`config.mk`:
```
export PLATFORM = sky130hd
export DESIGN_NAME = run_length_byte_encoder
export DESIGN_NICKNAME = d
export VERILOG_FILES = /design/src/rtl/rleb_pkg.sv /design/src/rtl/rleb_front.sv /design/src/rtl/rleb_queue.sv /design/src/rtl/rleb_back.sv /design/src/rtl/run_length_byte_encoder.sv
export SDC_FILE = /design/constraint.sdc
export NUM_CORES = 1
export LEC_CHECK = 0
export BUFFER_PORTS_ARGS = -buffer_cell sky130_fd_sc_hd__buf_4
export CORE_ASPECT_RATIO = 1.1
export CORE_MARGIN = 5
export CORE_UTILIZATION = 54
export DETAILED_ROUTE_END_ITERATION = 12
export PLACE_DENSITY = 0.81
export SYNTH_ARGS = -nofsm -noshare
export SYNTH_HDL_FRONTEND = slang
export SYNTH_SLANG_ARGS = --single-unit
```
`constraint.sdc`:
```
create_clock -name clock -period 3.9 [get_ports clock]
set_input_delay 0.585 -clock clock [delete_from_list [all_inputs] [get_ports clock]]
set_output_delay 0.585 -clock clock [all_outputs]
set_load 0.05 [all_outputs]
```
`src/rtl/rleb_pkg.sv`:
```
`default_nettype none
// ----------------------------------------------------------------------------
// rleb_pkg
// Shared types and constants of the run-length byte encoder.
// ----------------------------------------------------------------------------
package rleb_pkg;

   localparam int unsigned QUEUE_DEPTH_DEFAULT = 4;

   localparam logic [7:0] COUNT_FLAG    = 8'h80;
   localparam logic [6:0] MIN_RUN       = 7'd3;
   localparam logic [6:0] MAX_RUN_RESET = 7'd127;

   // One flush: a held group, then an optional single literal.
   typedef struct packed {
      logic [7:0] grp_value;
      logic [6:0] grp_count;
      logic       tail_valid;
      logic [7:0] tail_value;
      logic       block_end;
   } rleb_cmd_type;

endpackage
`default_nettype wire

```
`src/rtl/rleb_front.sv`:
```
`default_nettype none
// ----------------------------------------------------------------------------
// rleb_front
// Accepts input beats, tracks the held group and issues flush commands.
// ----------------------------------------------------------------------------
module rleb_front
   import rleb_pkg::*;
(
   input  wire logic         clock,
   input  wire logic         reset,
   input  wire logic         req_valid,
   output logic              req_stall,
   input  wire logic [7:0]   req_in_byte,
   input  wire logic         req_block_end,
   input  wire logic         csr_valid,
   output logic              csr_ready,
   input  wire logic [6:0]   csr_max_run,
   input  wire logic         queue_full,
   output logic              cmd_push,
   output rleb_cmd_type      cmd
);

   logic [6:0] max_run_ff;
   logic [7:0] held_value_ff, held_value_in;
   logic [6:0] held_count_ff, held_count_in;
   logic [6:0] limit;
   logic       accept;
   logic       extend;

   assign csr_ready = 1'b1;
   assign req_stall = queue_full;
   assign accept    = req_valid && !req_stall;
   assign limit     = (max_run_ff < MIN_RUN) ? MIN_RUN : max_run_ff;
   assign extend    = (held_count_ff != 7'd0) && (req_in_byte == held_value_ff)
                      && (held_count_ff < limit);

   always_comb begin
      cmd.block_end  = req_block_end;
      cmd.tail_value = req_in_byte;
      held_value_in  = held_value_ff;
      held_count_in  = held_count_ff;
      if (extend) begin
         cmd.grp_value  = held_value_ff;
         cmd.grp_count  = held_count_ff + 7'd1;
         cmd.tail_valid = 1'b0;
         cmd_push       = accept && req_block_end;
         held_count_in  = held_count_ff + 7'd1;
      end else begin
         cmd.grp_value  = held_value_ff;
         cmd.grp_count  = held_count_ff;
         cmd.tail_valid = req_block_end;
         cmd_push       = accept && (req_block_end || (held_count_ff != 7'd0));
         held_value_in  = req_in_byte;
         held_count_in  = 7'd1;
      end
      if (req_block_end) begin
         held_value_in = 8'd0;
         held_count_in = 7'd0;
      end
   end

   always_ff @(posedge clock) begin
      if (reset) begin
         max_run_ff    <= MAX_RUN_RESET;
         held_value_ff <= 8'd0;
         held_count_ff <= 7'd0;
      end else begin
         if (csr_valid && csr_ready) begin
            max_run_ff <= csr_max_run;
         end
         if (accept) begin
            held_value_ff <= held_value_in;
            held_count_ff <= held_count_in;
         end
      end
   end

endmodule
`default_nettype wire

```
`src/rtl/rleb_queue.sv`:
```
`default_nettype none
// ----------------------------------------------------------------------------
// rleb_queue
// Small register queue of flush commands between front and back.
// ----------------------------------------------------------------------------
module rleb_queue
   import rleb_pkg::*;
#(
   parameter int unsigned DEPTH = QUEUE_DEPTH_DEFAULT
) (
   input  wire logic         clock,
   input  wire logic         reset,
   input  wire logic         push,
   input  rleb_cmd_type      push_cmd,
   input  wire logic         pop,
   output rleb_cmd_type      head_cmd,
   output logic              full,
   output logic              empty
);

   localparam int unsigned PTR_W = (DEPTH > 1) ? $clog2(DEPTH) : 1;
   localparam int unsigned CNT_W = $clog2(DEPTH + 1);

   rleb_cmd_type     entry_ff [DEPTH];
   logic [PTR_W-1:0] wr_ptr_ff, rd_ptr_ff;
   logic [CNT_W-1:0] count_ff;

   assign full     = (count_ff == CNT_W'(DEPTH));
   assign empty    = (count_ff == '0);
   assign head_cmd = entry_ff[rd_ptr_ff];

   always_ff @(posedge clock) begin
      if (push) begin
         entry_ff[wr_ptr_ff] <= push_cmd;
      end
   end

   always_ff @(posedge clock) begin
      if (reset) begin
         wr_ptr_ff <= '0;
         rd_ptr_ff <= '0;
         count_ff  <= '0;
      end else begin
         if (push) begin
            wr_ptr_ff <= (wr_ptr_ff == PTR_W'(DEPTH - 1)) ? '0 : wr_ptr_ff + 1'b1;
         end
         if (pop) begin
            rd_ptr_ff <= (rd_ptr_ff == PTR_W'(DEPTH - 1)) ? '0 : rd_ptr_ff + 1'b1;
         end
         if (push && !pop) begin
            count_ff <= count_ff + 1'b1;
         end else if (pop && !push) begin
            count_ff <= count_ff - 1'b1;
         end
      end
   end

endmodule
`default_nettype wire

```
`src/rtl/rleb_back.sv`:
```
`default_nettype none
// ----------------------------------------------------------------------------
// rleb_back
// Expands the head flush command into encoded output beats, one per cycle while rsp_stall is low.
// ----------------------------------------------------------------------------
module rleb_back
   import rleb_pkg::*;
(
   input  wire logic         clock,
   input  wire logic         reset,
   input  rleb_cmd_type      head_cmd,
   input  wire logic         queue_empty,
   output logic              queue_pop,
   output logic              rsp_valid,
   input  wire logic         rsp_stall,
   output logic [7:0]        rsp_out_byte,
   output logic              rsp_is_count,
   output logic              rsp_step_last,
   output logic              rsp_block_last
);

   logic [1:0] phase_ff;
   logic       rsp_valid_ff;
   logic [7:0] out_byte_ff, out_byte_in;
   logic       is_count_ff, is_count_in;
   logic       step_last_ff;
   logic       block_last_ff;
   logic       is_run;
   logic [1:0] grp_n;
   logic [1:0] n_bytes;
   logic       last;
   logic       load;

   assign is_run  = (head_cmd.grp_count >= MIN_RUN);
   assign grp_n   = is_run ? 2'd2 : head_cmd.grp_count[1:0];
   assign n_bytes = grp_n + {1'b0, head_cmd.tail_valid};
   assign last    = (phase_ff == n_bytes - 2'd1);
   assign load    = !queue_empty && (!rsp_valid_ff || !rsp_stall);
   assign queue_pop = load && last;

   always_comb begin
      out_byte_in = head_cmd.tail_value;
      is_count_in = 1'b0;
      if (phase_ff < grp_n) begin
         if (is_run && (phase_ff == 2'd0)) begin
            out_byte_in = {1'b0, head_cmd.grp_count} | COUNT_FLAG;
            is_count_in = 1'b1;
         end else begin
            out_byte_in = head_cmd.grp_value;
         end
      end
   end

   always_ff @(posedge clock) begin
      if (load) begin
         out_byte_ff   <= out_byte_in;
         is_count_ff   <= is_count_in;
         step_last_ff  <= last;
         block_last_ff <= last && head_cmd.block_end;
      end
   end

   always_ff @(posedge clock) begin
      if (reset) begin
         phase_ff     <= 2'd0;
         rsp_valid_ff <= 1'b0;
      end else begin
         if (load) begin
            phase_ff     <= last ? 2'd0 : phase_ff + 2'd1;
            rsp_valid_ff <= 1'b1;
         end else if (!rsp_stall) begin
            rsp_valid_ff <= 1'b0;
         end
      end
   end

   assign rsp_valid      = rsp_valid_ff;
   assign rsp_out_byte   = out_byte_ff;
   assign rsp_is_count   = is_count_ff;
   assign rsp_step_last  = step_last_ff;
   assign rsp_block_last = block_last_ff;

endmodule
`default_nettype wire

```
`src/rtl/run_length_byte_encoder.sv`:
```
`default_nettype none
// ----------------------------------------------------------------------------
// run_length_byte_encoder
// Run-length byte encoder with a 7-bit count and a block end flag.
//
//   Channel   Dir   Handshake        Beat content
//   req_      in    valid / stall    in_byte, block_end
//   rsp_      out   valid / stall    out_byte, is_count, step_last, block_last
//   csr_      in    valid / ready    max_run
//
// One input beat per cycle while req_stall is low; the front classifies it in the same cycle.
// Output beats leave one per cycle from a registered stage while rsp_stall is low;
// each input causes zero to three of them, so sustained input rate follows output rate.
// Input stalls only while the command queue (QUEUE_DEPTH entries) is full.
// Synchronous reset clears held group, queue and output; max_run returns to 127.
// ----------------------------------------------------------------------------
module run_length_byte_encoder
   import rleb_pkg::*;
#(
   parameter int unsigned QUEUE_DEPTH = QUEUE_DEPTH_DEFAULT
) (
   input  wire logic         clock,
   input  wire logic         reset,
   input  wire logic         req_valid,
   output logic              req_stall,
   input  wire logic [7:0]   req_in_byte,
   input  wire logic         req_block_end,
   output logic              rsp_valid,
   input  wire logic         rsp_stall,
   output logic [7:0]        rsp_out_byte,
   output logic              rsp_is_count,
   output logic              rsp_step_last,
   output logic              rsp_block_last,
   input  wire logic         csr_valid,
   output logic              csr_ready,
   input  wire logic [6:0]   csr_max_run
);

   rleb_cmd_type push_cmd;
   rleb_cmd_type head_cmd;
   logic         push;
   logic         pop;
   logic         full;
   logic         empty;

   rleb_front u_front (
      .clock         (clock),
      .reset         (reset),
      .req_valid     (req_valid),
      .req_stall     (req_stall),
      .req_in_byte   (req_in_byte),
      .req_block_end (req_block_end),
      .csr_valid     (csr_valid),
      .csr_ready     (csr_ready),
      .csr_max_run   (csr_max_run),
      .queue_full    (full),
      .cmd_push      (push),
      .cmd           (push_cmd)
   );

   rleb_queue #(
      .DEPTH (QUEUE_DEPTH)
   ) u_queue (
      .clock    (clock),
      .reset    (reset),
      .push     (push),
      .push_cmd (push_cmd),
      .pop      (pop),
      .head_cmd (head_cmd),
      .full     (full),
      .empty    (empty)
   );

   rleb_back u_back (
      .clock          (clock),
      .reset          (reset),
      .head_cmd       (head_cmd),
      .queue_empty    (empty),
      .queue_pop      (pop),
      .rsp_valid      (rsp_valid),
      .rsp_stall      (rsp_stall),
      .rsp_out_byte   (rsp_out_byte),
      .rsp_is_count   (rsp_is_count),
      .rsp_step_last  (rsp_step_last),
      .rsp_block_last (rsp_block_last)
   );

endmodule
`default_nettype wire
```
==> impl_results.md, run 1 <==
- Status: completed
- HP Class: input port to flip-flop
- Syn nets: 464
- I/O pin cnt: 35
- Mapped Cells: 424
- Placed cell areas: 6630 um^2
- Worst R2R Setup Slack: 250 ps
- Power Dens Cells: 659 nW/um^2
- Most common cell in the synthesized netlist: edfxtp_1
- FF+latch count, synth: 145
- Wirelength, routed: 11.8 mm
- Crit path max fanout: 8
- Gr ovfl total: 0
- Die width: 112 um
- EDFF count, synth: 111
- PortBufs: 33
- Die Span Y: 122 um
- Hold Crit Endpoint: u_front.max_run_ff[6]$_SDFFE_PP1P_
- Slew HR: 40.3%
- Total number of vias: 3612
- Largest family of logic cells by synthesized area: multiplexers
- H-tree level count: 4
- Pleak: 2.63 nW
- Vias per std cell: 5.72
- CTS Buf Count: 17
- Hold Path Origin: csr_max_run[6]
- Dominant synthesized flop cell: edfxtp_1
- Hold Slack: 395 ps
- Hold path depth: 3
- Synth Area per Inst: 14.6 um^2
- Register area share after synthesis: 64.8%
- Adder-Cell Fraction of Synth Area: 3.96%
- DRC viols: 0
- Cell row count: 41
- 1st-pass router iterations: 4
- Final Util: 63.5%
- Commonest cells in the netlist: edfxtp_1, nand2_1, dfxtp_1
- Post-synthesis mux area share: 10.8%
- Post-Syn Area: 6200 um^2
- Synth top area share: 53.8%
- Die area: 13700 um^2
- Async S/R FF share, synth: 0%
- Critical Path AT: 3990 ps
- Later-pin clock latency in the skew report: 410 ps
- First-pass GRT wire length: 18.7 mm
- Fill count: 810
- RePlAce Congestion: 0.850
- Synth unique cells: 48
- Routed wire length per instance: 18.7 um
- Worst r2r path cells: 15
- Crit Path Category: flip-flop to flip-flop
- Number of inserted diodes: 0
- Post-cts repair resize count: 0
- Post-CTS setup buffer count: 0
- Final hold vios: 0
- Synth area leaders: edfxtp_1, dfxtp_1, mux4_2
- Fin nets: 510
- Worst endpoint required time: 4240 ps
- CTS clk-pin slew, worst paths: 60 ps
- Hold buffer count at CTS: 0
- Clock sink total: 145
- Fmax: 0.274 GHz
- Yosys top cell by area: edfxtp_1
- Largest net degree at the start of global routing: 31
- RSZ-0062 raised after global routing: no
- CP endpoint kind: flip-flop
- Finished Cell Area: 7200 um^2
- Synth Area in XOR/XNOR: 2.54%
- Core Footprint: 11300 um^2
- Antenna violations before repair: 0
- Maximum vdd drop: 0.000418 V
- TritonCTS clock tree: done
- DR iter-0 viols: 230
- CTS root buf: clkbuf_16
- Slew Viols, Final: 0
- Starting Density: 54.7%
- Fin crit share: 93.5%
- Total of warnings raised by yosys: 0
- Post-synthesis compound-gate area fraction: 5.83%
- P&R area growth vs syn: 16.2%
- CTS Buffer Depth: 2
- GRT Overall Usage: 18.1%
- Number of global-route vias before repair: 3655
- Fin crit period: 3650 ps
- HPWL after DPL: 7.86 mm
- Final setup TNS: 0 ps
- Max-Cap Viols: 0
- Layout cells sized above 1: 22.0%
- Critical R2R Capture: u_queue.count_ff[2]$_SDFFE_PP0P_
- Setup-failing EPs final: 0
- Max Clock Skew: 10.9 ps
- Slew @ Worst Pin: 895 ps
- Detail Route Antenna Nets: 0
- Simple-Gate Fraction of Synth Area: 8.94%
- Startpoint Class: flip-flop
## worst max path at each step
stage,from,endpoint,slack [ps],cells past startpoint
final,flip-flop,u_queue.count_ff[2]$_SDFFE_PP0P_,250,15
after global routing,flip-flop,u_queue.count_ff[2]$_SDFFE_PP0P_,30,15
after CTS,flip-flop,u_queue.count_ff[2]$_SDFFE_PP0P_,20,15
after detailed placement,flip-flop,u_queue.count_ff[2]$_SDFFE_PP0P_,80,15
after global placement,flip-flop,u_queue.count_ff[2]$_SDFFE_PP0P_,250,14
after floorplan,flip-flop,u_queue.count_ff[2]$_SDFFE_PP0P_,120,16
## per-layer routing
metal / up-vias / wire length [um] / GRT usage (%)
li1: 1698 / - / -
met3: 25 / 749 / 5.62
met5: - / 0 / 0
met1: 1779 / 4590 / 20.7
met4: 0 / 282 / 7.44
met2: 110 / 6170 / 31.6
## registers in the layout, summed over array words and instances (netlist names), named ones only
signal / count
u_front.held_count_ff: 7
u_back.rsp_block_last: 1
u_front.max_run_ff: 7
u_queue.count_ff: 3
u_back.rsp_is_count: 1
u_queue.entry_ff: 100
u_back.phase_ff: 2
u_back.rsp_step_last: 1
u_back.rsp_valid: 1
u_queue.wr_ptr_ff: 2
u_back.rsp_out_byte: 8
u_queue.rd_ptr_ff: 2
u_front.held_value_ff: 8
## area by class of cell
| type | instances | area [um^2] | share of cell area (%) |
|---|---|---|---|
| well taps | 150 | 188 | 2.61 |
| clock inverters | 12 | 111 | 1.55 |
| clock buffers | 19 | 443 | 6.15 |
| flip-flops and latches | 145 | 4020 | 55.8 |
| repair buffers | 47 | 353 | 4.90 |
| multi-input cells | 235 | 2000 | 27.8 |
| inverters | 24 | 90.1 | 1.25 |
## worst max-delay path, stage by stage, from the launching register on
cell,delay [ps]
dfxtp_2,450
mux4_1,660
a211oi_4,280
nand3_1,110
ha_1,320
xnor2_2,190
nor2_1,80
nand2_1,90
mux2i_2,70
inv_1,60
ha_1,180
inv_1,60
fa_1,380
xor2_1,180
or3_1,310
a21oi_1,150
## power by group
group	internal [mW]	switching [mW]
clock network	0.891	0.592
logic	0.506	0.763
registers	1.90	0.0972
total	3.29	1.45
## kinds of logic (layout without fill, tap and decap cells)
family / after synthesis / after routing
XOR/XNOR: 18 / 18
AO/OA/AOI/OAI: 53 / 53
multiplexers: 33 / 33
buffers and inverters: 44 / 102
flip-flops: 145 / 145
AND/OR/NAND/NOR: 111 / 111
other: 1 / 1
adder cells (fa/ha/maj): 19 / 19
## cells in the final DEF, fill, tap and decap left out, drive strengths merged, types with 8 or more instances in the layout
cell and count:
inv 23, nor3 9, clkinv 12, clkbuf 19
mux4 25, a21oi 10, o32ai 9, xor2 11
ha 18, nor2 12, buf 47, edfxtp 111
o211ai 10, dfxtp 34, nand2 49, nand3 8
o21ai 12
## per-stage QoR
stage	cells	setup slack (ps)	power (mW)
after floorplan	424	124	2.92
after global placement	601	248	3.25
after detailed placement	601	83.0	3.28
after CTS	632	20.9	4.77
after global routing	632	29.6	4.97
final	632	252	4.75
(Power assumes the default switching activity.)
==> run 2: changes to the inputs <==
--- a/config.mk
+++ b/config.mk
@@ -9,6 +9,7 @@
 export CORE_ASPECT_RATIO = 1.1
 export CORE_MARGIN = 5
 export CORE_UTILIZATION = 54
+export CTS_BUF_LIST = sky130_fd_sc_hd__clkbuf_4 sky130_fd_sc_hd__clkbuf_8
 export DETAILED_ROUTE_END_ITERATION = 12
 export PLACE_DENSITY = 0.81
 export SYNTH_ARGS = -nofsm -noshare
==> run 2 against run 1 <==
Against the previous run: total power is 9.2% lower; sequential share of layout area is 1.6 points higher; critical path depth stayed put; utilization is 1.7 points lower; worst setup slack worse by 22 ps; critical path type unchanged; critical endpoint unchanged.
==> impl_results.md, run 2 (synthesis gave the netlist of run 1 again) <==
- Status: completed
- Final setup TNS: 0 ps
- Core Footprint: 11300 um^2
- Slew @ Worst Pin: 897 ps
- Die area: 13700 um^2
- Slew HR: 39.8%
- RePlAce Congestion: 0.850
- Clock sink total: 145
- Fin nets: 510
- Largest net degree at the start of global routing: 31
- Maximum vdd drop: 0.000366 V
- CTS Buffer Depth: 2
- Fin crit share: 94.1%
- Antenna violations before repair: 0
- Startpoint Class: flip-flop
- Fin crit period: 3670 ps
- RSZ-0062 raised after global routing: no
- CTS clk-pin slew, worst paths: 70 ps
- PortBufs: 33
- Setup-failing EPs final: 0
- Commonest non-fill, non-tap cell in the layout: edfxtp_1
- DRC viols: 0
- Die width: 112 um
- Worst endpoint required time: 4270 ps
- Max-Cap Viols: 0
- Power Dens Cells: 615 nW/um^2
- Layout cells sized above 1: 22.0%
- CTS root buf: clkbuf_8
- GRT Overall Usage: 17.5%
- Fmax: 0.272 GHz
- Cell row count: 41
- Starting Density: 54.7%
- I/O pin cnt: 35
- H-tree level count: 4
- Hold Slack: 369 ps
- Top reg by flops: u_queue.entry_ff
- Detail Route Antenna Nets: 0
- P&R area growth vs syn: 13.0%
- Critical Path AT: 4040 ps
- Max Clock Skew: 11.4 ps
- TritonCTS clock tree: done
- Crit Path Category: flip-flop to flip-flop
- Max FFs per register: 100
- Wirelength, routed: 11.4 mm
- Slew Viols, Final: 0
- Crit path max fanout: 8
- HP Class: input port to flip-flop
- 1st-pass router iterations: 4
- Later-pin clock latency in the skew report: 430 ps
- CTS Buf Count: 17
- Die Span Y: 122 um
- Pleak: 2.54 nW
- Routed wire length per instance: 18.1 um
- First-pass GRT wire length: 18.2 mm
- Number of global-route vias before repair: 3650
- Vias per std cell: 5.67
- Gr ovfl total: 0
- Final hold vios: 0
- HPWL after DPL: 7.86 mm
- Number of inserted diodes: 0
- CP endpoint kind: flip-flop
- Total number of vias: 3586
- Hold Path Origin: csr_max_run[6]
- DR iter-0 viols: 257
- Most frequent cells in the layout: edfxtp_1, nand2_1, buf_4, dfxtp_1, inv_1
## run 2: cell types whose count changed in the layout (fill, tap and decap cells not counted)
| cell | before | now |
|---|---|---|
| xnor2_2 | 1 | 0 |
| clkbuf_8 | 1 | 18 |
| clkbuf_1 | 1 | 0 |
| clkbuf_4 | 0 | 1 |
| clkbuf_16 | 17 | 0 |
| xnor2_1 | 6 | 7 |
## run 2: layer usage
layer | GRT usage [%] | vias up | routed length [um]
li1 | - | 1695 | -
met1 | 20.4 | 1747 | 4520
met2 | 30.4 | 130 | 5960
met3 | 5.13 | 14 | 745
met4 | 7.36 | 0 | 201
met5 | 0 | - | 0
## run 2: power breakdown
group / total (mW) / internal (mW) / leakage (nW) / switching [mW]
clock: 1.06 / 0.526 / 0.193 / 0.537
sequential: 1.99 / 1.89 / 1.31 / 0.0945
combinational: 1.26 / 0.501 / 1.04 / 0.758
## run 2: final cells by class
type                       instances  area [um^2]
clock buffer                      19          255
timing repair buffer              47          353
clock inverter                    12          111
multi-input combinational        235         1990
fill                             836         4330
tap                              150          188
inverter                          24         90.1
sequential                       145         4020
## run 2: worst paths after layout
kind | end | slack, ps | cells past startpoint
max | u_queue.count_ff[2]$_SDFFE_PP0P_ | 230 | 15
min | u_front.max_run_ff[6]$_SDFFE_PP1P_ | 370 | 3
max reg2reg | u_queue.count_ff[2]$_SDFFE_PP0P_ | 230 | 15
min reg2reg | u_front.max_run_ff[0]$_SDFFE_PP1P_ | 480 | 2
## run 2: through the flow
stage	cells	instance area (um^2)	power, mW	setup WS [ps]	util [%]
5_1_grt	632	7010	4.52	7.24	61.8
3_5_place_dp	601	6630	3.28	83.0	58.5
6_report	632	7010	4.31	230	61.8
3_3_place_gp	601	6630	3.25	248	58.5
4_1_cts	632	7000	4.34	54.4	61.7
2_1_floorplan	424	6200	2.92	124	-
## run 2: worst max-delay path, cell delays in order (launching register included)
cell,delay [ps]
dfxtp_2,460
mux4_1,650
a211oi_4,280
nand3_1,110
ha_1,290
xnor2_1,250
nor2_1,90
nand2_1,100
mux2i_2,70
inv_1,60
ha_1,170
inv_1,60
fa_1,380
xor2_1,180
or3_1,310
a21oi_1,140
## run 2: what timing repair did
action / in CTS / in global routing
hold buffers: 0 / 0
gates resized for setup: 0 / 3
hold endpoints to repair: 0 / 0
setup endpoints to repair: 0 / 1
setup buffers: 0 / 0
==> run 3: changes to the inputs <==
--- a/config.mk
+++ b/config.mk
@@ -12,6 +12,7 @@
 export CTS_BUF_LIST = sky130_fd_sc_hd__clkbuf_4 sky130_fd_sc_hd__clkbuf_8
 export DETAILED_ROUTE_END_ITERATION = 12
 export PLACE_DENSITY = 0.81
+export RECOVER_POWER = 25
 export SYNTH_ARGS = -nofsm -noshare
 export SYNTH_HDL_FRONTEND = slang
 export SYNTH_SLANG_ARGS = --single-unit
==> run 3 against run 2 <==
Against the previous run: total power barely moved; combinational power barely moved; die area did not move; clock power barely moved; routed wire length rose by 0.67%; clock skew rose by 2.6 ps; worst setup slack got worse by 5.2 ps; worst hold slack got worse by 3.2 ps; utilization fell by 0.30 points; cell count did not move; first-iteration DRC count rose by 7.0%; fmax fell by 0.14%; critical endpoint unchanged; largest power group unchanged; highest routed layer unchanged.
==> impl_results.md, run 3 (synthesis gave the netlist of run 1 again) <==
- Status: completed
- HPWL after DPL: 7.86 mm
- CP endpoint kind: flip-flop
- Pleak: 2.51 nW
- Power share of the combinational group: 29.2%
- Clock sink total: 145
- Number of inserted diodes: 0
- Crit Path Category: flip-flop to flip-flop
- Max FFs per register: 100
- TritonCTS clock tree: done
- CP peak stage delay: 650 ps
- HP Class: input port to flip-flop
- PortBufs: 33
- Worst endpoint required time: 4270 ps
- Detail Route Antenna Nets: 0
- Final hold vios: 0
- Setup-failing EPs final: 0
- Routed wire length per instance: 18.2 um
- Worst path cell trace: mux4_1 > a211oi_4 > nand3_1 > ha_1 > xnor2_1 > nor2_1 > nand2_1 > mux2i_2 > inv_1 > ha_1 > inv_1 > fa_1 > xor2_1 > or3_1 > a21oi_1
- CP max-delay cell: mux4_1
- Switch share: 32.4%
- Fin crit share: 94.2%
- Psw: 1.40 mW
- Post-CTS setup buffer count: 0
- Cell row count: 41
- Place WS: 83.0 ps
- Number of global-route vias before repair: 3650
- GRT Overall Usage: 17.5%
- Commonest non-fill, non-tap cell in the layout: edfxtp_1
- Slew @ Worst Pin: 889 ps
- Wirelength, routed: 11.5 mm
- Most frequent cells in the layout: edfxtp_1, nand2_1, buf_4, dfxtp_1, inv_1
- Vias per std cell: 5.70
- RePlAce Congestion: 0.850
- Fin crit period: 3680 ps
- 1st-pass router iterations: 6
- H-tree level count: 4
- Crit path max fanout: 8
- Fill count: 843
- CTS clk-pin slew, worst paths: 70 ps
- Finished Cell Area: 6970 um^2
- Fin nets: 510
- CTS Buf Count: 17
- DR iter-0 viols: 275
- Slew HR: 40.3%
- Power Dens Cells: 619 nW/um^2
- Core Footprint: 11300 um^2
- Largest net degree at the start of global routing: 31
- Total number of vias: 3601
- Final worst slack: 225 ps
- First-pass GRT wire length: 18.2 mm
- I/O pin cnt: 35
- Later-pin clock latency in the skew report: 440 ps
- Maximum vdd drop: 0.000366 V
- CTS Buffer Depth: 2
- Slew Viols, Final: 0
- Critical Path AT: 4040 ps
- Multi-input logic area: 1990 um^2
- Fmax: 0.272 GHz
- Gr ovfl total: 0
- Placed cell areas: 6630 um^2
- FF/Latch Area: 4020 um^2
- RSZ-0062 raised after global routing: no
- Post-cts repair resize count: 0
- Startpoint Class: flip-flop
- Die Span Y: 122 um
- DRC viols: 0
- Internal power: 2.92 mW
- Max Clock Skew: 14.0 ps
- CTS root buf: clkbuf_8
- Clock power share: 24.7%
- P&R area growth vs syn: 12.5%
- Register share of total power: 46.1%
- Starting Density: 54.7%
- Die width: 112 um
- Hold buffer count at CTS: 0
- Layout cells sized above 1: 20.1%
- Die area: 13700 um^2
- Design Power: 4.31 mW
- Final Util: 61.5%
- Top reg by flops: u_queue.entry_ff
- Max-Cap Viols: 0
- Final setup TNS: 0 ps
- Antenna violations before repair: 0
## run 3: metal layers
| metal | track usage (%) | part of all wire (%) | vias to the layer above |
|---|---|---|---|
| li1 | - | - | 1696 |
| met1 | 20.4 | 40 | 1774 |
| met3 | 5.13 | 6.1 | 15 |
| met5 | 0 | 0 | - |
| met4 | 7.36 | 1.7 | 0 |
| met2 | 30.4 | 52 | 116 |
## run 3: metrics by stage
stage,hold WS (ps),instances
floorplan,432,424
detailed placement,474,601
finish,366,632
CTS,337,632
global route,360,632
global placement,454,601
## run 3: power groups by stage
| stage | sequential (mW) | combinational [mW] | clock, mW |
|---|---|---|---|
| 3_3_place_gp | 2.01 | 1.24 | 0 |
| 4_1_cts | 1.99 | 1.26 | 1.09 |
| 6_report | 1.99 | 1.26 | 1.07 |
| 3_5_place_dp | 2.02 | 1.26 | 0 |
| 5_1_grt | 2.01 | 1.35 | 1.15 |
| 2_1_floorplan | 2.21 | 0.710 | 0 |
## run 3: final timing paths
path,endpoint,depth (start not counted),slack [ps],from
worst max-delay path,u_queue.count_ff[2]$_SDFFE_PP0P_,15,220,flip-flop
worst max register to register,u_queue.count_ff[2]$_SDFFE_PP0P_,15,220,flip-flop
worst min register to register,u_front.max_run_ff[0]$_SDFFE_PP1P_,2,480,u_front.max_run_ff[0]$_SDFFE_PP1P_
worst min-delay path,u_front.max_run_ff[6]$_SDFFE_PP1P_,3,370,csr_max_run[6]
## run 3: critical path: cells and delay by family, from the launching register on
| family | cells | cell delay [ps] |
|---|---|---|
| fa+ha+maj | 3 | 840 |
| mux | 2 | 730 |
| simple gates | 4 | 610 |
| flops | 1 | 450 |
| compound gates | 2 | 430 |
| xor+xnor | 2 | 430 |
| buf+inv | 2 | 120 |
## run 3: layout make-up
class | instances | share of cell area [%]
sequential | 145 | 57.6
timing repair buffer | 47 | 4.58
clock buffer | 19 | 3.66
multi-input combinational | 235 | 28.6
inverter | 24 | 1.29
tap | 150 | 2.69
clock inverter | 12 | 1.60
